==> src/rtl/edr_pkg.sv <==
// Shared types, constants and helpers for the edit distance row engine.
// No dependencies; imported by edr_cell and edit_distance_row_engine.
`timescale 1ns / 1ps
`default_nettype none

package edr_pkg;

  localparam int DIST_W      = 16;
  localparam int CHAR_W      = 8;
  localparam int OP_W        = 2;
  localparam int MAX_LEN_DEF = 64;

  localparam logic [OP_W-1:0] OP_START  = 2'd0;
  localparam logic [OP_W-1:0] OP_APPEND = 2'd1;
  localparam logic [OP_W-1:0] OP_FEED   = 2'd2;

  localparam logic ST_OK   = 1'b0;
  localparam logic ST_FULL = 1'b1;

  localparam logic [DIST_W-1:0] DIST_MAX = {DIST_W{1'b1}};

  // One step of the row wavefront as it moves from a cell to its neighbor.
  typedef struct packed {
    logic              valid;
    logic [DIST_W-1:0] left;
    logic [DIST_W-1:0] diag;
  } wave_t;

  function automatic logic [DIST_W-1:0] sat_inc(input logic [DIST_W-1:0] v);
    sat_inc = (v == DIST_MAX) ? v : v + DIST_W'(1);
  endfunction

endpackage

`default_nettype wire

==> src/rtl/edr_cell.sv <==
// One column of the DP row: holds a reference character and its row entry.
// Depends on edr_pkg for the wave type and saturating increment.
`timescale 1ns / 1ps
`default_nettype none

module edr_cell
  import edr_pkg::*;
#(
  parameter int CELL_IDX = 1,
  parameter int LEN_W    = 7
) (
  input  wire logic              clk,
  input  wire logic              rst_n,
  input  wire logic              init,
  input  wire logic              wr_en,
  input  wire logic [LEN_W-1:0]  wr_idx,
  input  wire logic [CHAR_W-1:0] wr_ch,
  input  wire logic [CHAR_W-1:0] ch,
  input  wire logic [LEN_W-1:0]  len,
  input  wire wave_t             wave_in,
  output wave_t                  wave_out
);

  localparam logic [LEN_W-1:0]  IDX      = LEN_W'(CELL_IDX);
  localparam logic [DIST_W-1:0] INIT_VAL = DIST_W'(CELL_IDX);

  logic [CHAR_W-1:0] ref_ch_r;
  logic [DIST_W-1:0] dp_r;
  logic              wave_vld_r;
  logic [DIST_W-1:0] wave_left_r;
  logic [DIST_W-1:0] wave_diag_r;

  logic              active;
  logic [DIST_W-1:0] up_c;
  logic [DIST_W-1:0] left_c;
  logic [DIST_W-1:0] dg_c;
  logic [DIST_W-1:0] min_c;

  always_comb begin
    active = (IDX <= len);
    up_c   = sat_inc(dp_r);
    left_c = sat_inc(wave_in.left);
    dg_c   = (ch != ref_ch_r) ? sat_inc(wave_in.diag) : wave_in.diag;
    min_c  = up_c;
    if (left_c < min_c) begin
      min_c = left_c;
    end
    if (dg_c < min_c) begin
      min_c = dg_c;
    end
  end

  always_ff @(posedge clk) begin
    if (!rst_n) begin
      dp_r       <= INIT_VAL;
      wave_vld_r <= 1'b0;
    end else begin
      wave_vld_r <= wave_in.valid;
      if (init) begin
        dp_r <= INIT_VAL;
      end else if (wave_in.valid && active) begin
        dp_r <= min_c;
      end
    end
  end

  // Cells past the reference length hand the last computed entry on unchanged,
  // so the chain end always carries the entry at the reference length.
  always_ff @(posedge clk) begin
    wave_left_r <= active ? min_c : wave_in.left;
    wave_diag_r <= dp_r;
    if (wr_en && (wr_idx == IDX)) begin
      ref_ch_r <= wr_ch;
    end
  end

  assign wave_out.valid = wave_vld_r;
  assign wave_out.left  = wave_left_r;
  assign wave_out.diag  = wave_diag_r;

endmodule

`default_nettype wire

==> config.mk <==
export PLATFORM = sky130hd
export DESIGN_NAME = edr_cell
export DESIGN_NICKNAME = d
export VERILOG_FILES = /design/src/rtl/edr_pkg.sv /design/src/rtl/edr_cell.sv
export SDC_FILE = /design/constraint.sdc
export NUM_CORES = 1
export LEC_CHECK = 0
export BUFFER_PORTS_ARGS = -buffer_cell sky130_fd_sc_hd__buf_2
export CAP_MARGIN = 15
export CORE_UTILIZATION = 49
export DETAILED_ROUTE_END_ITERATION = 6
export PLACE_DENSITY = 0.77
export SLEW_MARGIN = 20
export SYNTH_ARGS = -nofsm -noshare
export SYNTH_HDL_FRONTEND = slang
export SYNTH_SLANG_ARGS = --single-unit
==> constraint.sdc <==
create_clock -name clk -period 7.6 [get_ports clk]
set_clock_uncertainty 0.2 [all_clocks]
set_input_delay 2.28 -clock clk [delete_from_list [all_inputs] [get_ports clk]]
set_output_delay 2.28 -clock clk [all_outputs]
set_load 0.02 [all_outputs]
* Yosys cells after proc, flatten, opt, wreduce, memory -nomap -nowiden
Cells that the tools add are included.
Cells by class: bitwise operators 1, magnitude comparators 3, $add $sub $neg 3, multiplexer cells 7, equal/unequal tests 5, reduce and logical (&&, ||, !) cells 3
Operators by type and width (count):
- 16-bit two-way mux | 7
- 16-bit by 1-bit adder with 16-bit output (second input constant) | 3
- 16-bit equality test (second input constant) | 3
- 16-bit less-than comparator | 2
- 8-bit != test | 1
- 7-bit by 1-bit equality test with 1-bit output (second input constant) | 1
- 1-bit by 7-bit <= comparator with 1-bit output (first input constant) | 1
- 1-bit logical AND | 2
- 2-bit OR reduction | 1
- 1-bit NOT | 1
Storage, ports and cells: output and inout port bits 33, input port bits 67, logic and storage cells 27, bits in registers 57

* Logic depth before layout (Yosys ltp)
Gate-level depths: netlist of the first run.
depth in word-level cells 7, gate-level depth with buffers 28, gate-level depth less buffers 26

* Worst setup path after synthesis of the first run
Ideal clock, no wire load.
kind input-to-reg, start point input port wave_in[16] (netlist name), end point register wave_left_r[13], slack 66 ps, stages on the path 28, data required time 7279 ps, path buffers 2, setup time 121 ps, arrival time 7213 ps, cell sequence ha_1 -> nand4_1 -> nor4_2 -> nor2_1 -> nand4_1 -> xor2_1 -> inv_1 -> ha_1 -> a21o_1 -> a21oi_1 -> o211ai_1 -> a211oi_2 -> nor4_1 -> nor2_2 -> buf_2 -> mux2i_1 -> inv_1 -> ha_1 -> a21o_1 -> a21oi_1 -> o22ai_1 -> nor2_1 -> nand2_1 -> nor4_1 -> nor3_4 -> buf_8 -> mux2i_1 -> mux2_2
On the way: cells in the longest elaborated chain, start to end 7, elaborated cells on any way between the ends 8, classes of those cells add/sub: 1; order compare: 2; eq/ne: 1; mux: 4
RTL lines:
- start, declared | RTL line edr_cell.sv:20 | input wire wave_t wave_in,
- 16-bit by 1-bit adder with 16-bit output or 16-bit equality test (tied branches) | RTL line edr_pkg.sv:30 | sat_inc = (v == DIST_MAX) ? v : v + DIST_W'(1);
- 16-bit two-way mux * | RTL line edr_pkg.sv:30
- 16-bit less-than comparator | RTL line edr_cell.sv:45 | if (left_c < min_c) begin
- 16-bit two-way mux * | RTL line edr_cell.sv:45
- 16-bit less-than comparator | RTL line edr_cell.sv:48 | if (dg_c < min_c) begin
- 16-bit two-way mux * | RTL line edr_cell.sv:48
- 16-bit two-way mux * | RTL line edr_cell.sv:70 | wave_left_r <= active ? min_c : wave_in.left;
- end signal, assigned | RTL line edr_cell.sv:70
- end, declared | RTL line edr_cell.sv:30 | logic [DIST_W-1:0] wave_left_r;
Every way passes the cells marked *; elsewhere a longest branch is shown, timed or not. A chain may end at the register's enable or synchronous reset.

* Final worst setup path of the first run
start point input port wave_in[17] (netlist name), end point register dp_r[1]
On the way: cells in the longest elaborated chain, start to end 6, elaborated cells on any way between the ends 7, classes of those cells add/sub: 1; order compare: 2; eq/ne: 1; mux: 3
RTL lines:
- 16-bit by 1-bit adder with 16-bit output or 16-bit equality test (tied branches) | RTL line edr_pkg.sv:30
- 16-bit two-way mux * | RTL line edr_pkg.sv:30
- 16-bit less-than comparator | RTL line edr_cell.sv:45
- 16-bit two-way mux * | RTL line edr_cell.sv:45
- 16-bit less-than comparator | RTL line edr_cell.sv:48
- 16-bit two-way mux * | RTL line edr_cell.sv:48
- end signal, assigned | RTL line edr_cell.sv:62 | dp_r <= min_c;
- end, declared | RTL line edr_cell.sv:28 | logic [DIST_W-1:0] dp_r;
Marked as above.

==> impl_metrics.prom, run 1 <==
# TYPE chip_impl_metric gauge
chip_impl_info{name="startpoint_type",value="input pin"} 1
chip_impl_metric{name="netlist_area_pre_place",unit="mm2"} 0.00396
chip_impl_metric{name="preCtsSetupSlack",unit="ps"} -209
chip_impl_metric{name="final-hold-violation-count",unit=""} 0
chip_impl_info{name="crit_path_top_delay_cell",value="sky130_fd_sc_hd__a211oi_2"} 1
chip_impl_metric{name="antenna_violating_nets_post_route",unit=""} 0
chip_impl_metric{name="clock_network_fraction_of_total_power",unit="%"} 32.1
chip_impl_metric{name="core-area",unit="mm2"} 0.00777
chip_impl_metric{name="report.final.slew_viol_count",unit=""} 0
chip_impl_metric{name="overflow",unit=""} 0
chip_impl_metric{name="drt_pass1_iterations",unit=""} 5
chip_impl_metric{name="peakVddDrop",unit="V"} 0.0000909
chip_impl_metric{name="p_seq_share",unit="%"} 35.3
chip_impl_metric{name="power.switching",unit="uW"} 318
chip_impl_metric{name="placement.io_buffers",unit=""} 99
chip_impl_metric{name="antenna_found_initial",unit=""} 0
chip_impl_metric{name="dieHeight",unit="um"} 91.9
chip_impl_metric{name="post_synth.cell_area_avg",unit="um2"} 8.74
chip_impl_metric{name="rows",unit=""} 32
chip_impl_metric{name="yosys_reg_bits",unit=""} 57
chip_impl_metric{name="path_max_fanout",unit=""} 8
chip_impl_metric{name="final_hold_slack",unit="ps"} 215
chip_impl_metric{name="cts_made_buffers",unit=""} 9
chip_impl_metric{name="cts.path.max_buffers",unit=""} 2
chip_impl_info{name="crit_type",value="in -> reg"} 1
chip_impl_metric{name="first_global_vias",unit=""} 3791
chip_impl_info{name="critPathCaptureType",value="register"} 1
chip_impl_metric{name="timing.critical_path.slowest_cell_delay",unit="ps"} 330
chip_impl_metric{name="cp.required",unit="ps"} 7630
chip_impl_metric{name="layout-drive-gt1-share",unit="%"} 34.8
chip_impl_info{name="run_status",value="complete, no violations"} 1
chip_impl_metric{name="cts_max_level",unit=""} 3
chip_impl_metric{name="synth_cells",unit=""} 453
chip_impl_metric{name="num_vias",unit=""} 3978
chip_impl_metric{name="clock_latency",unit="ps"} 360
chip_impl_metric{name="maximum_frequency_from_static_timing_analysis",unit="MHz"} 133
chip_impl_metric{name="power",unit="uW"} 983
chip_impl_metric{name="ioPinCount",unit=""} 100
chip_impl_metric{name="num-fill-cells",unit=""} 622
chip_impl_metric{name="layout_setup_ws",unit="ps"} 99.5
chip_impl_info{name="cts_tree",value="yes"} 1
chip_impl_metric{name="p_leak",unit="uW"} 0.00238
chip_impl_metric{name="setup_viol",unit=""} 0
chip_impl_metric{name="post-route-drc-count",unit=""} 0
chip_impl_metric{name="synth-warning-count",unit=""} 0
chip_impl_metric{name="finalWeightedCongestion",unit=""} 1.01
chip_impl_metric{name="route.detailed.vias_per_inst",unit=""} 5.62
chip_impl_metric{name="nets",unit=""} 700
chip_impl_metric{name="syn_to_final_growth",unit="%"} 33.9
chip_impl_metric{name="die_w",unit="um"} 91.9
chip_impl_metric{name="count_of_unique_library_cells_instantiated_by_yosys",unit=""} 54
chip_impl_metric{name="dp.final_hpwl",unit="mm"} 9.23
chip_impl_metric{name="path_clk_slew",unit="ps"} 70
chip_impl_metric{name="maximum_capacitance_violations",unit=""} 0
chip_impl_metric{name="finalWorstPathRequiredPeriod",unit="ps"} 7500
chip_impl_metric{name="power.density_cell_area",unit="mW/mm2"} 186
chip_impl_metric{name="initial_utilization",unit="%"} 51.0
chip_impl_metric{name="antenna-diode-count",unit=""} 0
chip_impl_info{name="clock_tree.root_cell",value="sky130_fd_sc_hd__clkbuf_8"} 1
chip_impl_info{name="hold_class",value="reg -> reg"} 1
chip_impl_metric{name="die_area",unit="mm2"} 0.00844
chip_impl_metric{name="synth.net_count",unit=""} 552
chip_impl_metric{name="yosysSeqAreaShare",unit="%"} 30.9
chip_impl_metric{name="average_detailed_routed_wire_length_per_instance",unit="um"} 16.6
chip_impl_metric{name="routed_wl",unit="mm"} 11.8
chip_impl_metric{name="grt_start_max_net_pins",unit=""} 17
chip_impl_metric{name="initialDrtViolationCount",unit=""} 272
chip_impl_info{name="critPathMostFrequentCell",value="sky130_fd_sc_hd__ha_1"} 1
chip_impl_metric{name="timing.slew.headroom",unit="%"} 53.0
chip_impl_metric{name="worst_ep_arrival_time",unit="ps"} 7530
chip_impl_metric{name="wire_length_of_the_first_global_routing_pass",unit="mm"} 17.9
chip_impl_metric{name="power.share.combinational",unit="%"} 32.6
chip_impl_metric{name="internal-power",unit="uW"} 665
chip_impl_metric{name="grt.total_usage",unit="%"} 27.6
chip_impl_metric{name="worstMarginPinSlew",unit="ps"} 699
chip_impl_metric{name="ctsHoldBuffers",unit=""} 0
chip_impl_metric{name="cts_num_sinks",unit=""} 57
chip_impl_metric{name="swShare",unit="%"} 32.3
chip_impl_metric{name="min_period_over_period",unit="%"} 98.7
==> final timing paths <==
check / cells after the start / from / slack (ps) / endpoint
min reg2reg: 0 / dp_r[4]$_SDFFE_PP0P_ / 210 / wave_diag_r[4]$_DFF_P_
max reg2reg: 27 / dp_r[0]$_SDFFE_PP1P_ / 930 / dp_r[1]$_SDFFE_PP0P_
max: 30 / wave_in[17] / 100 / dp_r[1]$_SDFFE_PP0P_
min: 0 / dp_r[4]$_SDFFE_PP0P_ / 210 / wave_diag_r[4]$_DFF_P_
==> flip-flops by register name, indices dropped and copies added, names as in the netlist <==
register	flops
wave_diag_r	16
dp_r	16
ref_ch_r	8
wave_vld_r	1
wave_left_r	16
==> area by class of cell <==
cell class	instances	area (um2)	area share, %
tap	102	128	2.41
timing repair buffer	147	873	16.5
clock buffer	12	176	3.33
inverter	35	131	2.48
multi-input combinational	351	2720	51.4
sequential	57	1220	23.0
clock inverter	4	47.5	0.897
==> placed cells by master (no fill, tap or decap), types with 5 or more instances in the layout <==
cell / Yosys / layout
sky130_fd_sc_hd__buf_2: 2 / 98
sky130_fd_sc_hd__dfxtp_1: 49 / 49
sky130_fd_sc_hd__nand2_1: 48 / 48
sky130_fd_sc_hd__buf_4: 1 / 44
sky130_fd_sc_hd__inv_1: 35 / 35
sky130_fd_sc_hd__ha_1: 32 / 32
sky130_fd_sc_hd__nand3_1: 25 / 25
sky130_fd_sc_hd__xor2_1: 27 / 25
sky130_fd_sc_hd__o21ai_0: 26 / 25
sky130_fd_sc_hd__mux2i_1: 33 / 21
sky130_fd_sc_hd__a21oi_1: 19 / 18
sky130_fd_sc_hd__nand4_1: 17 / 17
sky130_fd_sc_hd__nor2_1: 18 / 17
sky130_fd_sc_hd__xnor2_1: 17 / 17
sky130_fd_sc_hd__mux2_2: 12 / 12
sky130_fd_sc_hd__clkbuf_8: 0 / 11
sky130_fd_sc_hd__mux2i_2: 0 / 8
sky130_fd_sc_hd__edfxtp_1: 8 / 8
sky130_fd_sc_hd__and3_1: 9 / 7
sky130_fd_sc_hd__nor3_1: 7 / 6
sky130_fd_sc_hd__a22o_1: 6 / 6
sky130_fd_sc_hd__and4_1: 5 / 5
==> power groups by stage <==
stage | Clock, uW | Combinational (uW) | Sequential [uW]
6_report | 316 | 320 | 347
5_1_grt | 333 | 345 | 349
4_1_cts | 320 | 282 | 347
3_5_place_dp | 0 | 280 | 353
3_3_place_gp | 0 | 274 | 352
2_1_floorplan | 0 | 143 | 380
==> worst max-delay path, delay by kind of cell <==
kind / cells / cell delay, ps
and+or+nand+nor: 9 / 1280
muxes: 2 / 410
xor gates and xnor gates: 1 / 230
AOI/OAI and AO/OA: 9 / 1740
buffers and inverters: 6 / 790
adders and majority gates: 3 / 810
==> stage by stage <==
stage,instance area (um2),utilization [%],TNS (ps),std cells
2_1_floorplan,3960,-,0,453
5_1_grt,5300,68.2,-3790,708
3_5_place_dp,4800,61.8,-4450,681
3_3_place_gp,4800,61.8,0,681
4_1_cts,5030,64.7,0,697
6_report,5300,68.2,0,708
==> synth_stat cells (all sizes together) <==
master / n / area (um2)
a211o: 2 / 17.5
a211oi: 3 / 40.0
a21boi: 1 / 7.51
a21o: 3 / 22.5
a21oi: 19 / 95.1
a221oi: 1 / 8.76
a22o: 6 / 52.6
a2bb2oi: 1 / 8.76
a31oi: 1 / 6.26
and2: 4 / 25.0
and3: 10 / 67.6
and4: 5 / 43.8
and4b: 1 / 10.0
buf: 7 / 43.8
clkbuf: 3 / 11.3
dfxtp: 49 / 981
edfxtp: 8 / 240
ha: 32 / 400
inv: 35 / 131
mux2: 12 / 135
mux2i: 33 / 330
nand2: 48 / 180
nand2b: 1 / 6.26
nand3: 26 / 135
nand4: 18 / 119
nor2: 19 / 73.8
nor2b: 3 / 18.8
nor3: 8 / 51.3
nor3b: 1 / 7.51
nor4: 8 / 56.3
nor4b: 1 / 8.76
o211ai: 3 / 22.5
o21ai: 28 / 140
o22ai: 1 / 6.26
o2bb2a: 1 / 10.0
o31ai: 1 / 7.51
or2: 1 / 6.26
or3: 1 / 6.26
or4: 4 / 37.5
xnor2: 17 / 149
xor2: 27 / 236
==> cells by family after synthesis <==
kind of cell / after synthesis / share of synthesized area [%]
adder cells (fa/ha/maj): 32 / 10.1
multiplexers: 45 / 11.8
AND/OR/NAND/NOR: 159 / 21.6
AO/OA/AOI/OAI: 71 / 11.3
flip-flops: 57 / 30.9
XOR/XNOR: 44 / 9.74
buffers and inverters: 45 / 4.71
==> metal layers <==
metal / global-route usage [%] / up-vias / routed length [um]
met1: 33.5 / 1843 / 5090
met2: 46.1 / 163 / 5560
met4: 13.2 / 0 / 406
met5: 0 / - / 0
li1: - / 1931 / -
met3: 6.05 / 41 / 699
==> what timing repair did <==
action | CTS | global route
setup endpoints to repair | 0 | 32
setup buffers | 0 | 11
gates resized for setup | 0 | 38
No activity file was read; power rests on OpenSTA's default activity.
==> run 2: changes to the inputs <==
- CELL_PAD_IN_SITES_DETAIL_PLACEMENT: default -> 0
- CELL_PAD_IN_SITES_GLOBAL_PLACEMENT: default -> 2
- CORE_UTILIZATION: 49 -> 29
- PLACE_DENSITY: 0.77 -> default
- PLACE_DENSITY_LB_ADDON: default -> 0.1
==> impl_metrics.prom, run 2 (synthesized netlist as in run 1, its figures left out) <==
# TYPE chip_impl_metric gauge
chip_impl_info{name="leading_cell_types_in_the_layout_fill_and_taps_excluded",value="sky130_fd_sc_hd__buf_2 (96), sky130_fd_sc_hd__buf_4 (74), sky130_fd_sc_hd__dfxtp_1 (49), sky130_fd_sc_hd__nand2_1 (46), sky130_fd_sc_hd__inv_1 (35)"} 1
chip_impl_metric{name="nets",unit=""} 728
chip_impl_metric{name="path_max_fanout",unit=""} 8
chip_impl_metric{name="maximum_frequency_from_static_timing_analysis",unit="MHz"} 136
chip_impl_metric{name="final-hold-violation-count",unit=""} 0
chip_impl_info{name="hold_class",value="reg -> reg"} 1
chip_impl_metric{name="reg2reg_depth",unit=""} 26
chip_impl_metric{name="maximum_capacitance_violations",unit=""} 0
chip_impl_info{name="top_regs",value="dp_r: 16 flops, wave_diag_r: 16 flops, wave_left_r: 16 flops"} 1
chip_impl_metric{name="power",unit="uW"} 1130
chip_impl_metric{name="initial_utilization",unit="%"} 29.8
chip_impl_metric{name="layout_setup_ws",unit="ps"} 250
chip_impl_metric{name="final_cell_area",unit="mm2"} 0.00580
chip_impl_metric{name="worstMarginPinSlew",unit="ps"} 896
chip_impl_metric{name="antenna_violating_nets_post_route",unit=""} 0
chip_impl_metric{name="dieHeight",unit="um"} 119
chip_impl_metric{name="area.sequential",unit="mm2"} 0.00122
chip_impl_metric{name="syn_to_final_growth",unit="%"} 46.5
chip_impl_metric{name="finalWeightedCongestion",unit=""} 0.843
chip_impl_info{name="run_status",value="complete, no violations"} 1
chip_impl_metric{name="ctsHoldBuffers",unit=""} 0
chip_impl_metric{name="post_place_instance_area",unit="mm2"} 0.00508
chip_impl_metric{name="core-area",unit="mm2"} 0.0133
chip_impl_metric{name="cts_made_buffers",unit=""} 9
chip_impl_info{name="critPathCaptureType",value="register"} 1
chip_impl_metric{name="initialDrtViolationCount",unit=""} 159
chip_impl_metric{name="post-route-drc-count",unit=""} 0
chip_impl_metric{name="die_area",unit="mm2"} 0.0141
chip_impl_metric{name="min_period_over_period",unit="%"} 96.7
chip_impl_metric{name="preCtsSetupSlack",unit="ps"} -806
chip_impl_metric{name="routed_wl",unit="mm"} 13.2
chip_impl_metric{name="cts.path.max_buffers",unit=""} 2
chip_impl_info{name="clock_tree.root_cell",value="sky130_fd_sc_hd__clkbuf_16"} 1
chip_impl_metric{name="layout-drive-gt1-share",unit="%"} 39.1
chip_impl_metric{name="cp.required",unit="ps"} 7600
chip_impl_metric{name="dp.final_hpwl",unit="mm"} 10.7
chip_impl_metric{name="placement.io_buffers",unit=""} 99
chip_impl_metric{name="grt.total_usage",unit="%"} 19.2
chip_impl_info{name="crit_type",value="in -> reg"} 1
chip_impl_metric{name="overflow",unit=""} 0
chip_impl_metric{name="drt_pass1_iterations",unit=""} 4
chip_impl_metric{name="die_w",unit="um"} 119
chip_impl_metric{name="p_leak",unit="uW"} 0.00258
chip_impl_metric{name="num-fill-cells",unit=""} 1336
chip_impl_info{name="startpoint_type",value="input pin"} 1
chip_impl_metric{name="timing.slew.headroom",unit="%"} 39.9
chip_impl_metric{name="cts_num_sinks",unit=""} 57
chip_impl_metric{name="average_detailed_routed_wire_length_per_instance",unit="um"} 16.3
chip_impl_metric{name="rows",unit=""} 42
chip_impl_metric{name="path_clk_slew",unit="ps"} 50
chip_impl_metric{name="cts_max_level",unit=""} 3
chip_impl_metric{name="antenna_found_initial",unit=""} 0
chip_impl_metric{name="first_global_vias",unit=""} 3849
chip_impl_info{name="cts_tree",value="yes"} 1
chip_impl_metric{name="antenna-diode-count",unit=""} 0
chip_impl_metric{name="num_vias",unit=""} 3875
chip_impl_metric{name="wire_length_of_the_first_global_routing_pass",unit="mm"} 20.4
chip_impl_metric{name="peakVddDrop",unit="V"} 0.000110
chip_impl_metric{name="multi_input_area",unit="mm2"} 0.00279
chip_impl_metric{name="route.detailed.vias_per_inst",unit=""} 4.78
chip_impl_metric{name="setup_viol",unit=""} 0
chip_impl_metric{name="power.density_cell_area",unit="mW/mm2"} 195
chip_impl_metric{name="report.final.slew_viol_count",unit=""} 0
chip_impl_metric{name="grt_start_max_net_pins",unit=""} 17
chip_impl_info{name="layout.cells.most_common",value="sky130_fd_sc_hd__buf_2"} 1
chip_impl_metric{name="holdPathStages",unit=""} 0
chip_impl_metric{name="final_hold_slack",unit="ps"} 199
chip_impl_metric{name="clock_latency",unit="ps"} 340
chip_impl_metric{name="ioPinCount",unit=""} 100
chip_impl_metric{name="worst_ep_arrival_time",unit="ps"} 7350
chip_impl_metric{name="finalWorstPathRequiredPeriod",unit="ps"} 7350
run 2: cell count changes in the layout (fill, tap and decap cells not counted), moves of 3 or more:
cell	previous run	this run
sky130_fd_sc_hd__ha_4	0	3
sky130_fd_sc_hd__o21ai_1	3	7
sky130_fd_sc_hd__clkbuf_8	11	4
sky130_fd_sc_hd__buf_4	44	74
sky130_fd_sc_hd__ha_1	32	29
sky130_fd_sc_hd__o21ai_0	25	21
sky130_fd_sc_hd__clkbuf_16	1	10
run 2: final cells by class:
class                           count  share of cell area (%)
Timing Repair Buffer              175                    19.2
Clock buffer                       14                    4.90
Multi-Input combinational cell    351                    48.1
Sequential cell                    57                    21.1
Tap cell                          176                    3.80
Inverter                           35                    2.27
Clock inverter                      2                   0.604
run 2: metrics by stage:
step	utilization, %	TNS [ps]	instances
2_1_floorplan	-	0	453
5_1_grt	43.6	-664	810
3_5_place_dp	38.2	-23050	777
6_report	43.6	0	810
4_1_cts	40.9	0	794
3_3_place_gp	38.2	-19590	777
run 2: per-layer routing:
metal  vias to the layer above  part of all wire (%)  track usage (%)
met1                      1767                    48             25.9
met5                         -                     0                0
met3                        18                   4.3             3.98
met2                       100                    45             30.0
met4                         0                   2.5             7.67
li1                       1990                     -                -
run 2: worst paths after layout:
kind	from	end	slack, ps
worst max-delay path	wave_in[17]	wave_left_r[6]$_DFF_P_	250
worst min-delay path	dp_r[15]$_SDFFE_PP0P_	wave_diag_r[15]$_DFF_P_	200
worst max register to register	dp_r[0]$_SDFFE_PP1P_	wave_left_r[6]$_DFF_P_	1040
worst min register to register	dp_r[15]$_SDFFE_PP0P_	wave_diag_r[15]$_DFF_P_	200
run 2: repair_timing:
item                       CTS  global route
setup buffers                1            15
gates resized for setup      8            47
setup endpoints to repair   32            32
cloned                       0             1
hold endpoints to repair     0             0
pin swaps                    3            28
run 2: report_power, final:
part	total (uW)	switching, uW	internal (uW)
logic	353	185	168
clock network	433	144	289
registers	348	14.2	334
run 2: worst max-delay path: stages:
cell,delay (ps)
sky130_fd_sc_hd__buf_2,120
sky130_fd_sc_hd__buf_4,140
sky130_fd_sc_hd__nand2_2,90
sky130_fd_sc_hd__nor4_4,450
sky130_fd_sc_hd__nand3_1,150
sky130_fd_sc_hd__xor2_1,210
sky130_fd_sc_hd__nand2_2,110
sky130_fd_sc_hd__ha_4,260
sky130_fd_sc_hd__a21oi_2,130
sky130_fd_sc_hd__o21ai_1,90
sky130_fd_sc_hd__a211o_1,280
sky130_fd_sc_hd__a221oi_2,240
sky130_fd_sc_hd__nor3_2,100
sky130_fd_sc_hd__nor2_4,190
sky130_fd_sc_hd__buf_12,160
sky130_fd_sc_hd__buf_4,120
sky130_fd_sc_hd__mux2i_2,260
sky130_fd_sc_hd__buf_4,150
sky130_fd_sc_hd__ha_1,170
sky130_fd_sc_hd__nor2_1,60
sky130_fd_sc_hd__a211o_1,290
sky130_fd_sc_hd__o211ai_1,280
sky130_fd_sc_hd__nor4_4,90
sky130_fd_sc_hd__nor3_4,240
sky130_fd_sc_hd__buf_6,200
sky130_fd_sc_hd__mux2i_2,240
sky130_fd_sc_hd__buf_4,160
sky130_fd_sc_hd__o21ai_0,70
